[src/design/mahd_pkg.sv]
// shared types, header codes and lookup tables for the audio header decoder
package mahd_pkg;

    // divider sizing: numerator, pre-shifted divisor, quotient bits
    localparam int NUM_W     = 29;
    localparam int DVS_W     = 30;
    localparam int QUO_W     = 11;
    localparam int NUM_CELLS = QUO_W;

    // stream kinds
    localparam logic KIND_MPEG = 1'b0;
    localparam logic KIND_ADTS = 1'b1;

    // version codes
    localparam logic [1:0] VER_MPEG25 = 2'd0;
    localparam logic [1:0] VER_RSVD   = 2'd1;
    localparam logic [1:0] VER_MPEG2  = 2'd2;
    localparam logic [1:0] VER_MPEG1  = 2'd3;

    // layer codes
    localparam logic [1:0] LAYER_RSVD = 2'd0;
    localparam logic [1:0] LAYER_III  = 2'd1;
    localparam logic [1:0] LAYER_II   = 2'd2;
    localparam logic [1:0] LAYER_I    = 2'd3;

    localparam logic [1:0] MODE_MONO = 2'd3;

    // samples per frame times 1000
    localparam logic [20:0] SPF_K_MPEG1 = 21'd1152000;
    localparam logic [20:0] SPF_K_OTHER = 21'd576000;

    localparam logic [8:0] ADTS_KBPS = 9'd16;

    // bitrate rows, kbit/s
    localparam logic [8:0] KBPS_LSF_L23 [16] = '{
        9'd0, 9'd8, 9'd16, 9'd24, 9'd32, 9'd40, 9'd48, 9'd56,
        9'd64, 9'd80, 9'd96, 9'd112, 9'd128, 9'd144, 9'd160, 9'd0};
    localparam logic [8:0] KBPS_LSF_L1 [16] = '{
        9'd0, 9'd32, 9'd48, 9'd56, 9'd64, 9'd80, 9'd96, 9'd112,
        9'd128, 9'd144, 9'd160, 9'd176, 9'd192, 9'd224, 9'd256, 9'd0};
    localparam logic [8:0] KBPS_V1_L3 [16] = '{
        9'd0, 9'd32, 9'd40, 9'd48, 9'd56, 9'd64, 9'd80, 9'd96,
        9'd112, 9'd128, 9'd160, 9'd192, 9'd224, 9'd256, 9'd320, 9'd0};
    localparam logic [8:0] KBPS_V1_L2 [16] = '{
        9'd0, 9'd32, 9'd48, 9'd56, 9'd64, 9'd80, 9'd96, 9'd112,
        9'd128, 9'd160, 9'd192, 9'd224, 9'd256, 9'd320, 9'd384, 9'd0};
    localparam logic [8:0] KBPS_V1_L1 [16] = '{
        9'd0, 9'd32, 9'd64, 9'd96, 9'd128, 9'd160, 9'd192, 9'd224,
        9'd256, 9'd288, 9'd320, 9'd352, 9'd384, 9'd416, 9'd448, 9'd0};

    // ADTS sampling frequency table
    localparam logic [16:0] ADTS_HZ [16] = '{
        17'd96000, 17'd88200, 17'd64000, 17'd48000,
        17'd44100, 17'd32000, 17'd24000, 17'd22050,
        17'd16000, 17'd12000, 17'd11025, 17'd8000,
        17'd7350, 17'd0, 17'd0, 17'd0};

    // decoded header fields carried down the pipeline
    typedef struct packed {
        logic        valid_res;
        logic [1:0]  version_code;
        logic [1:0]  layer_code;
        logic [8:0]  bitrate_kbps;
        logic [16:0] samplerate_hz;
        logic [1:0]  channels;
        logic [2:0]  channel_config;
        logic [1:0]  channel_mode;
        logic [1:0]  mode_extension;
        logic        crc_protected;
        logic        padding;
    } hdr_fields_t;

    // one divider cell's word
    typedef struct packed {
        logic [NUM_W-1:0] rem;
        logic [DVS_W-1:0] dvs;
        logic [QUO_W-1:0] quo;
        hdr_fields_t      hdr;
    } cell_data_t;

    // mpeg bitrate lookup
    function automatic logic [8:0] mpa_kbps(logic [1:0] ver, logic [1:0] lay,
                                            logic [3:0] idx);
        logic       v1;
        logic [8:0] k;
        v1 = (ver == VER_MPEG1);
        unique case (lay)
            LAYER_III: k = v1 ? KBPS_V1_L3[idx] : KBPS_LSF_L23[idx];
            LAYER_II:  k = v1 ? KBPS_V1_L2[idx] : KBPS_LSF_L23[idx];
            LAYER_I:   k = v1 ? KBPS_V1_L1[idx] : KBPS_LSF_L1[idx];
            default:   k = 9'd0;
        endcase
        return k;
    endfunction

    // mpeg sample rate lookup
    function automatic logic [16:0] mpa_hz(logic [1:0] ver, logic [1:0] idx);
        logic [16:0] h;
        unique case ({ver, idx})
            {VER_MPEG1, 2'd0}:  h = 17'd44100;
            {VER_MPEG1, 2'd1}:  h = 17'd48000;
            {VER_MPEG1, 2'd2}:  h = 17'd32000;
            {VER_MPEG2, 2'd0}:  h = 17'd22050;
            {VER_MPEG2, 2'd1}:  h = 17'd24000;
            {VER_MPEG2, 2'd2}:  h = 17'd16000;
            {VER_MPEG25, 2'd0}: h = 17'd11025;
            {VER_MPEG25, 2'd1}: h = 17'd12000;
            {VER_MPEG25, 2'd2}: h = 17'd8000;
            default:            h = 17'd0;
        endcase
        return h;
    endfunction

endpackage

[src/design/mahd_decode.sv]
// front stage: sync check, field decode, table lookups and frame numerator
module mahd_decode (
    input  logic                clk,
    input  logic                rst_n,
    input  logic                stream_kind,
    input  logic                in_valid,
    output logic                in_ready,
    input  logic [31:0]         header_word,
    output logic                out_valid,
    input  logic                out_ready,
    output mahd_pkg::cell_data_t out_data
);
    import mahd_pkg::*;

    logic        valid_reg;
    cell_data_t  data_reg;
    cell_data_t  data_next;

    logic [1:0]  ver;
    logic [1:0]  lay;
    logic        decoded;
    logic        ok;
    logic [20:0] spf_k;
    logic [29:0] num_full;
    hdr_fields_t f;

    assign ver = header_word[19:18];
    assign lay = header_word[18:17];

    // decode fields for the selected stream kind
    always_comb
    begin
        f                = '0;
        f.version_code   = ver;
        f.layer_code     = lay;
        ok               = 1'b0;
        decoded          = 1'b0;
        if (stream_kind == KIND_MPEG)
        begin
            decoded = (ver != VER_MPEG25) && (lay != LAYER_RSVD);
            if (decoded)
            begin
                f.crc_protected  = ~header_word[16];
                f.padding        = header_word[9];
                f.channel_mode   = header_word[7:6];
                f.mode_extension = header_word[5:4];
                f.bitrate_kbps   = mpa_kbps(ver, lay, header_word[15:12]);
                f.samplerate_hz  = mpa_hz(ver, header_word[11:10]);
            end
            ok = decoded && (header_word[31:21] == 11'h7FF)
                 && (f.bitrate_kbps != 9'd0) && (f.samplerate_hz != 17'd0);
        end
        else
        begin
            decoded = (ver == VER_MPEG25) && (lay == LAYER_RSVD);
            if (decoded)
            begin
                f.crc_protected  = ~header_word[16];
                f.samplerate_hz  = ADTS_HZ[header_word[15:12]];
                f.channel_config = header_word[8:6];
                f.bitrate_kbps   = ADTS_KBPS;
            end
            ok = decoded && (header_word[31:20] == 12'hFFF)
                 && (f.samplerate_hz != 17'd0);
        end
        f.valid_res = ok;
        f.channels  = (f.channel_mode == MODE_MONO) ? 2'd1 : 2'd2;
    end

    // samples * kbps * 1000, divisor 8 * hz pre-shifted for the top quotient bit
    assign spf_k    = (ver == VER_MPEG1) ? SPF_K_MPEG1 : SPF_K_OTHER;
    assign num_full = {9'b0, spf_k} * {21'b0, f.bitrate_kbps};

    always_comb
    begin
        data_next.rem = num_full[NUM_W-1:0];
        data_next.dvs = DVS_W'({f.samplerate_hz, 3'b0, {(QUO_W-1){1'b0}}});
        data_next.quo = '0;
        data_next.hdr = f;
    end

    assign in_ready  = ~valid_reg | out_ready;
    assign out_valid = valid_reg;
    assign out_data  = data_reg;

    // stage valid
    always_ff @(posedge clk or negedge rst_n)
    begin
        if (!rst_n)
            valid_reg <= 1'b0;
        else if (in_ready)
            valid_reg <= in_valid;
    end

    // stage payload
    always_ff @(posedge clk)
    begin
        if (in_ready && in_valid)
            data_reg <= data_next;
    end

endmodule

[src/design/mahd_cell.sv]
// one restoring division cell: resolves one quotient bit per word
module mahd_cell (
    input  logic                 clk,
    input  logic                 rst_n,
    input  logic                 in_valid,
    output logic                 in_ready,
    input  mahd_pkg::cell_data_t in_data,
    output logic                 out_valid,
    input  logic                 out_ready,
    output mahd_pkg::cell_data_t out_data
);
    import mahd_pkg::*;

    logic             valid_reg;
    cell_data_t       data_reg;
    cell_data_t       data_next;
    logic [DVS_W-1:0] rem_ext;
    logic [DVS_W-1:0] diff;
    logic             take;

    // compare and subtract the shifted divisor
    assign rem_ext = {{(DVS_W-NUM_W){1'b0}}, in_data.rem};
    assign take    = (rem_ext >= in_data.dvs);
    assign diff    = rem_ext - in_data.dvs;

    always_comb
    begin
        data_next.rem = take ? diff[NUM_W-1:0] : in_data.rem;
        data_next.dvs = in_data.dvs >> 1;
        data_next.quo = {in_data.quo[QUO_W-2:0], take};
        data_next.hdr = in_data.hdr;
    end

    assign in_ready  = ~valid_reg | out_ready;
    assign out_valid = valid_reg;
    assign out_data  = data_reg;

    // cell valid
    always_ff @(posedge clk or negedge rst_n)
    begin
        if (!rst_n)
            valid_reg <= 1'b0;
        else if (in_ready)
            valid_reg <= in_valid;
    end

    // cell payload
    always_ff @(posedge clk)
    begin
        if (in_ready && in_valid)
            data_reg <= data_next;
    end

endmodule

[src/design/mpeg_audio_header_decode_core.sv]
// top level: mpeg audio / adts header decoder with a chain of divider cells
//
//  channel   signals                          direction  notes
//  cfg       cfg_wr_en, cfg_wr_data           in         stream kind, 0 mpeg, 1 adts
//  in        in_valid/in_ready, header_word   in         one header word per item
//  out       out_valid/out_ready, fields      out        one decoded word per item
//
// one word accepted per cycle while the output is not stalled; one decode stage plus
// 11 division cells, one frame-length quotient bit per cell
// each stage holds its word while stalled and frees as soon as the next takes it,
// so a waiting result never blocks new input while earlier stages have room
// reset clears the stage valid bits and sets the stream kind to mpeg
module mpeg_audio_header_decode_core (
    input  logic        clk,
    input  logic        rst_n,
    input  logic        cfg_wr_en,
    input  logic        cfg_wr_data,
    input  logic        in_valid,
    output logic        in_ready,
    input  logic [31:0] header_word,
    output logic        out_valid,
    input  logic        out_ready,
    output logic        valid_res,
    output logic [1:0]  version_code,
    output logic [1:0]  layer_code,
    output logic [8:0]  bitrate_kbps,
    output logic [16:0] samplerate_hz,
    output logic [1:0]  channels,
    output logic [2:0]  channel_config,
    output logic [1:0]  channel_mode,
    output logic [1:0]  mode_extension,
    output logic        crc_protected,
    output logic        padding,
    output logic [11:0] frame_bytes
);
    import mahd_pkg::*;

    logic       stream_kind_reg;
    logic       stage_valid [NUM_CELLS+1];
    logic       stage_ready [NUM_CELLS+1];
    cell_data_t stage_data  [NUM_CELLS+1];
    cell_data_t last;

    // stream kind register
    always_ff @(posedge clk or negedge rst_n)
    begin
        if (!rst_n)
            stream_kind_reg <= KIND_MPEG;
        else if (cfg_wr_en)
            stream_kind_reg <= cfg_wr_data;
    end

    // decode stage
    mahd_decode u_decode (
        .clk         (clk),
        .rst_n       (rst_n),
        .stream_kind (stream_kind_reg),
        .in_valid    (in_valid),
        .in_ready    (in_ready),
        .header_word (header_word),
        .out_valid   (stage_valid[0]),
        .out_ready   (stage_ready[0]),
        .out_data    (stage_data[0])
    );

    // division cell chain
    for (genvar g = 0; g < NUM_CELLS; g++)
    begin : g_cell
        mahd_cell u_cell (
            .clk       (clk),
            .rst_n     (rst_n),
            .in_valid  (stage_valid[g]),
            .in_ready  (stage_ready[g]),
            .in_data   (stage_data[g]),
            .out_valid (stage_valid[g+1]),
            .out_ready (stage_ready[g+1]),
            .out_data  (stage_data[g+1])
        );
    end

    assign stage_ready[NUM_CELLS] = out_ready;
    assign last                   = stage_data[NUM_CELLS];
    assign out_valid              = stage_valid[NUM_CELLS];

    // output word
    assign valid_res      = last.hdr.valid_res;
    assign version_code   = last.hdr.version_code;
    assign layer_code     = last.hdr.layer_code;
    assign bitrate_kbps   = last.hdr.bitrate_kbps;
    assign samplerate_hz  = last.hdr.samplerate_hz;
    assign channels       = last.hdr.channels;
    assign channel_config = last.hdr.channel_config;
    assign channel_mode   = last.hdr.channel_mode;
    assign mode_extension = last.hdr.mode_extension;
    assign crc_protected  = last.hdr.crc_protected;
    assign padding        = last.hdr.padding;

    // frame length is zero when no sample rate is known
    assign frame_bytes = (last.hdr.samplerate_hz != 17'd0)
                         ? ({1'b0, last.quo} + {11'b0, last.hdr.padding})
                         : 12'd0;

endmodule
[config.mk]
export PLATFORM = sky130hd
export DESIGN_NAME = mpeg_audio_header_decode_core
export DESIGN_NICKNAME = d
export VERILOG_FILES = /design/src/design/mahd_pkg.sv /design/src/design/mahd_decode.sv /design/src/design/mahd_cell.sv /design/src/design/mpeg_audio_header_decode_core.sv
export SDC_FILE = /design/constraint.sdc
export NUM_CORES = 1
export LEC_CHECK = 0
export BUFFER_PORTS_ARGS = -buffer_cell sky130_fd_sc_hd__buf_4
export CORE_UTILIZATION = 40
export DETAILED_ROUTE_END_ITERATION = 12
export PLACE_DENSITY = 0.58
export SLEW_MARGIN = 20
export SYNTH_ARGS = -nofsm -noshare
export SYNTH_HDL_FRONTEND = slang
export SYNTH_SLANG_ARGS = --single-unit
[constraint.sdc]
create_clock -name clk -period 6.6 [get_ports clk]
set_input_delay 0 -clock clk [delete_from_list [all_inputs] [get_ports clk]]
set_output_delay 0 -clock clk [all_outputs]
set_load 0.1 [all_outputs]
-- Yosys cells after proc, flatten, opt, wreduce, memory -nomap -nowiden
Memory sizes are Yosys's and may differ from the RTL's.
Cells that the tools add are included.
- memories: 7
- output and inout port bits: 56
- ROM bits: 1232
- bits in registers: 902
- logic and storage cells: 300
- bits of input ports: 38
- memories (name ; depth ; width ; rd ports ; clocked after Yosys merged registers in ; write ports ; RTL line ; source):
    (name not given) ; 16 ; 17 ; 1 ; 0 ; 0 ; mahd_decode.sv:59 ; f.samplerate_hz = ADTS_HZ[header_word[15:12]];
    (name not given) ; 16 ; 15 ; 1 ; 0 ; 0 ; mahd_pkg.sv:99 ; unique case ({ver, idx})
    (name not given) ; 16 ; 9 ; 1 ; 0 ; 0 ; mahd_pkg.sv:88 ; LAYER_III: k = v1 ? KBPS_V1_L3[idx] : KBPS_LSF_L23[idx];
    (name not given) ; 16 ; 9 ; 1 ; 0 ; 0 ; mahd_pkg.sv:88 ;
    (name not given) ; 16 ; 9 ; 1 ; 0 ; 0 ; mahd_pkg.sv:89 ; LAYER_II: k = v1 ? KBPS_V1_L2[idx] : KBPS_LSF_L23[idx];
    (name not given) ; 16 ; 9 ; 1 ; 0 ; 0 ; mahd_pkg.sv:90 ; LAYER_I: k = v1 ? KBPS_V1_L1[idx] : KBPS_LSF_L1[idx];
    1 more memories ; n/a ; n/a ; n/a ; n/a ; n/a ; n/a ;
- equal/unequal tests: 7
- bitwise operators: 27
- $mul: 1
- order comparisons: 12
- $add $sub $neg: 11
- reductions and logical operators: 29
- muxes and demuxes: 39
- operators with widths (cell ; number):
    29-bit 2-to-1 mux ; 10
    9-bit 2-to-1 mux ; 13
    26-bit 2-to-1 mux ; 4
    29-bit subtractor ; 2
    17-bit nonzero test ; 3
    17-bit 2-to-1 mux ; 2
    29-bit by 30-bit >= comparator with 1-bit output ; 1
    29-bit by 20-bit >= comparator with 1-bit output ; 1
    29-bit by 21-bit >= comparator with 1-bit output ; 1
    29-bit by 22-bit >= comparator with 1-bit output ; 1
    29-bit by 23-bit >= comparator with 1-bit output ; 1
    29-bit by 24-bit >= comparator with 1-bit output ; 1
    29-bit by 25-bit >= comparator with 1-bit output ; 1
    29-bit by 26-bit >= comparator with 1-bit output ; 1
    29-bit by 27-bit >= comparator with 1-bit output ; 1
    29-bit by 28-bit >= comparator with 1-bit output ; 1
    29-bit >= comparator ; 1
    21-bit by 9-bit multiplier with 29-bit output ; 1
    29-bit by 21-bit subtractor with 29-bit output ; 1
    29-bit by 22-bit subtractor with 29-bit output ; 1
    29-bit by 23-bit subtractor with 29-bit output ; 1
    29-bit by 24-bit subtractor with 29-bit output ; 1
    29-bit by 25-bit subtractor with 29-bit output ; 1
    29-bit by 26-bit subtractor with 29-bit output ; 1
    25 further kinds ; 74

-- Longest topological paths before layout
- depth in word-level cells: 14
- depth in mapped cells: 28
- depth with buffers taken out: 27

-- Modules after synthesis
From an unflattened synthesis, not the netlist that was laid out.
- cells, all modules: 4887
- area, all modules: 65436.5 um^2
- by module, submodules not included (module ; seq. area each (um^2) ; cells each ; instances ; area each (um^2)):
    mahd_cell at g_cell[10].u_cell ... ; 3358.2 ; 386 ; 8 ; 5407.7
    mahd_cell at g_cell[0].u_cell ... ; 3358.2 ; 408 ; 3 ; 5597.9
    mahd_decode ; 1676.6 ; 526 ; 1 ; 5042.3
    mpeg_audio_header_decode_core ; 25.0 ; 49 ; 1 ; 339.1

-- Worst setup path before layout
Ideal clock, no wire load.
- path kind: input -> register
- start point: input header_word[12]
- end point: register u_decode.data_reg (netlist bit u_decode.out_data[111]), data pin
- stages on the path: 28
- setup slack: 1.335 ns
- arrival time: 5.006 ns
- library setup time: 0.259 ns
- path buffers: 2
- data required time: 6.341 ns
- path through: clkbuf_1 -> inv_1 -> ha_1 -> clkbuf_1 -> a21oi_1 -> o21ai_0 -> nand2_1 -> a32o_1 -> inv_1 -> nand2_1 -> nor2_1 -> or2_2 -> ha_1 -> inv_1 -> fa_1 -> inv_1 -> fa_1 -> ha_1 -> fa_1 -> a21oi_1 -> nor2_1 -> nor2_1 -> o21bai_1 -> a21oi_1 -> o211ai_1 -> a21o_1 -> a21oi_1 -> xnor2_1
- RTL lines (item ; RTL line ; source):
    start, declared ; mpeg_audio_header_decode_core.sv:20 ; input logic [31:0] header_word,
    end signal, assigned ; mahd_decode.sv:99 ; data_reg <= data_next;
    end, declared ; mahd_decode.sv:16 ; cell_data_t data_reg;

==> results by group <==
STA
  – Setup TNS Final: 0 ps
  – Max-slew violation count: 0
  – Max Freq: 175 MHz
  – Fin crit period: 5720 ps
  – Max-slew headroom: 0.307
  – Final setup violation count: 0
  – Tcrit/Tclk final: 0.866
  – Worst Skew: 29.2 ps
  – RSZ-0062 raised after global routing: false
  – Worst slew pin tran: 1030 ps
  – Final Hold Fails: 0

Critical path
  – WP data arrival: 6100 ps
  – Crit Path Class: primary input to flop
  – CP top delay family: adder cells
  – CP max stage cell: dlygate4sd3_1
  – Path depth of the worst reg2reg path: 18
  – CP required: 6980 ps
  – Crit. End Element: flop
  – Reg-to-reg critical path endpoint: u_decode.out_data[111]$_DFFE_PP_
  – Worst R2R Start: stream_kind_reg$_DFFE_PN0P_
  – Worst-path fanout max: 16
  – Crit path buf inv count: 6
  – R2R Setup Slk: 1460 ps
  – WP depth: 29
  – Slowest stage delay, CP: 540 ps
  – Crit start category: primary input

Finish
  – Final core occ: 0.459
  – Layout area overhead: 12.9%
  – Nets: 3394
  – Fraction of layout cells with a size suffix above 1: 0.109
  – Largest register FFs: 690
  – Finished Cell Area: 42300 um2

Floorplanning
  – Top Ports: 94
  – Die ar.: 95000 um2
  – Chip height: 308 um
  – # rows: 111
  – Initial Util: 0.407
  – Die X: 308 um
  – CORE AREA: 92200 um2

CTS
  – H-tree levels: 3
  – Num CTS Buffers: 82
  – Clk sinks: 758
  – CTS root buf: clkbuf_16
  – CTS tree: yes
  – Worst-Skew Late Latency: 640 ps
  – Clk buf depth: 3
  – Clock-pin slew on the worst setup and hold paths: 60 ps

GRT
  – GRT Total Usage: 0.157
  – First-pass GRT wire length: 119 mm
  – Antenna violations before repair: 0
  – Largest net degree at the start of global routing: 68
  – Total grt overflow: 0
  – Vias in the first global route: 23634

Synthesis
  – Synth unique cells: 93
  – Proportion of synthesized area in mux cells: 0.0217
  – Mean post-synth cell area: 12.7 um2
  – Post-synthesis instance total: 2963
  – Post-synthesis compound-gate area fraction: 0.105
  – Post-synth EDFFs: 745
  – Top cell type's share of synthesized area: 0.597
  – FFs w/ async S/R, synth: 0.0172
  – Top FF cell, synth: edfxtp_1
  – Top post-synthesis cells by area: edfxtp_1 (60%), ha_1 (7.8%), inv_1 (2.8%)
  – Synth Area in Adders: 0.0936
  – Largest family of logic cells by synthesized area: compound AO/OA/AOI/OAI gates
  – Synth cell count leaders: edfxtp_1 (745), inv_1 (284), ha_1 (234)
  – YS warnings: 0
  – Synth Area in Simple Gates: 0.0916
  – Cell with the most instances after synthesis: edfxtp_1
  – Synth Area in XOR/XNOR: 0.0399
  – Synth Cell Area: 37500 um2
  – Post-synth top area cell: edfxtp_1
  – Sequential fraction of the synthesis area: 0.605
  – FF+latch count, synth: 758

Min path
  – Worst hold endpoint: u_decode.out_data[75]$_DFFE_PP_
  – Worst Hold Launch: header_word[10]
  – WHS Path Cells: 4
  – Hold Path Class: primary input to flop

Placed design
  – I/O Buffers: 86
  – Placer Congestion: 0.882
  – Dpl hpwl: 54.5 mm
  – Placed Area: 39400 um2

Job
  – Total of max-cap violations: 0

Detailed routing
  – Via count: 22370
  – Final WL: 73.3 mm
  – Wire per inst: 16.6 um
  – Vias per cell: 5.08
  – Detailed Route Iter0 Violations: 952
  – DRC: 0
  – Number of routed nets with antenna violations: 0
  – Initial DRT Pass Iterations: 7

Power and ir drop
  – Cell Pwr Density: 445 nW/um2
  – Total chip power: 0.0189 W
  – Leakage: 16.6 nW
  – Maximum VDD drop: 202 uV

Run status
  – Outcome: complete, no violations
## placed cells by master (no fill, tap or decap), types with 14 or more instances in the layout
cell / synthesis / layout
o21ai_0: 153 / 152
clkbuf_16: 0 / 83
dlygate4sd3_1: 0 / 23
nor3_1: 38 / 38
o21a_1: 22 / 22
clkbuf_1: 43 / 14
mux2_2: 51 / 51
a21o_1: 57 / 57
nand2_1: 187 / 187
fa_1: 29 / 29
clkinv_1: 1 / 22
ha_1: 234 / 234
edfxtp_1: 745 / 745
nor2b_1: 35 / 32
o21bai_1: 19 / 19
and3_1: 17 / 17
nor2_1: 183 / 183
a31oi_1: 15 / 14
nand4_1: 34 / 34
inv_1: 284 / 284
a21oi_1: 207 / 207
a211oi_1: 20 / 20
nand2b_1: 44 / 44
buf_4: 42 / 108
nor4_1: 17 / 15
or3_1: 18 / 18
nand3_1: 47 / 47
and2_1: 24 / 16
xor2_1: 63 / 63
or2_2: 15 / 15
xnor2_1: 108 / 108
## worst register-to-register path, cell delays in order, from the launching register on
cell and delay [ps]:
dfrtp_1 390, buf_4 200, and2_1 270, a21oi_1 520, fa_1 520, fa_1 510
inv_1 60, fa_1 480, ha_1 320, ha_1 330, inv_1 80, nor2_1 50
nor2_1 150, o21bai_1 80, a21oi_1 270, o211ai_1 200, a21o_1 220, a21oi_1 160
xnor2_1 90
## where the power goes
part           switching [W]  internal (W)
Sequential          0.000596       0.00713
Combinational        0.00402       0.00262
Clock                0.00181       0.00268
## cells by family after synthesis
logic type,count (synthesis)
AO/OA/AOI/OAI,619
buffers and inverters,381
flip-flops,758
multiplexers,70
AND/OR/NAND/NOR,699
other,2
adder cells (fa/ha/maj),263
XOR/XNOR,171
## per-stage QoR
stage / hold WS [ps] / setup slack (ps) / cells
CTS: 9.84 / 862 / 4401
floorplan: -296 / 1330 / 2973
global route: 23.3 / 430 / 4402
detailed placement: -134 / 748 / 4228
global placement: -145 / 714 / 4228
finish: 43.8 / 885 / 4403
## metal layers
| layer | vias up | global-route usage | routed length (um) |
|---|---|---|---|
| met5 | - | 0 | 0 |
| met2 | 368 | 0.301 | 39300 |
| met4 | 0 | 0.0890 | 3810 |
| met1 | 10785 | 0.159 | 27800 |
| li1 | 11045 | - | - |
| met3 | 172 | 0.0271 | 2410 |
## worst max-delay path by stage
stage	startpoint	to
final	header_word[13]	u_decode.out_data[111]$_DFFE_PP_
after global routing	header_word[13]	u_decode.out_data[111]$_DFFE_PP_
after CTS	header_word[13]	u_decode.out_data[111]$_DFFE_PP_
after detailed placement	header_word[15]	u_decode.out_data[111]$_DFFE_PP_
after global placement	header_word[15]	u_decode.out_data[111]$_DFFE_PP_
after floorplan	header_word[12]	u_decode.out_data[111]$_DFFE_PP_
## layout make-up
class                      instances  area [um2]
tap                             1243        1560
inverter                         285        1070
multi-input combinational       1834       13300
clock inverter                    51         498
antenna                            1        2.50
clock buffer                      99        2160
sequential                       758       22700
timing repair buffer             132        1050
fill                            8155       49900
## what timing repair did
action	in CTS	in global routing
hold buffers	23	0
endpoints found under the hold margin	40	0
gates resized for setup	0	0
setup endpoints to repair	0	0
setup buffers	0	0
Power figures use the tool's default switching activity.
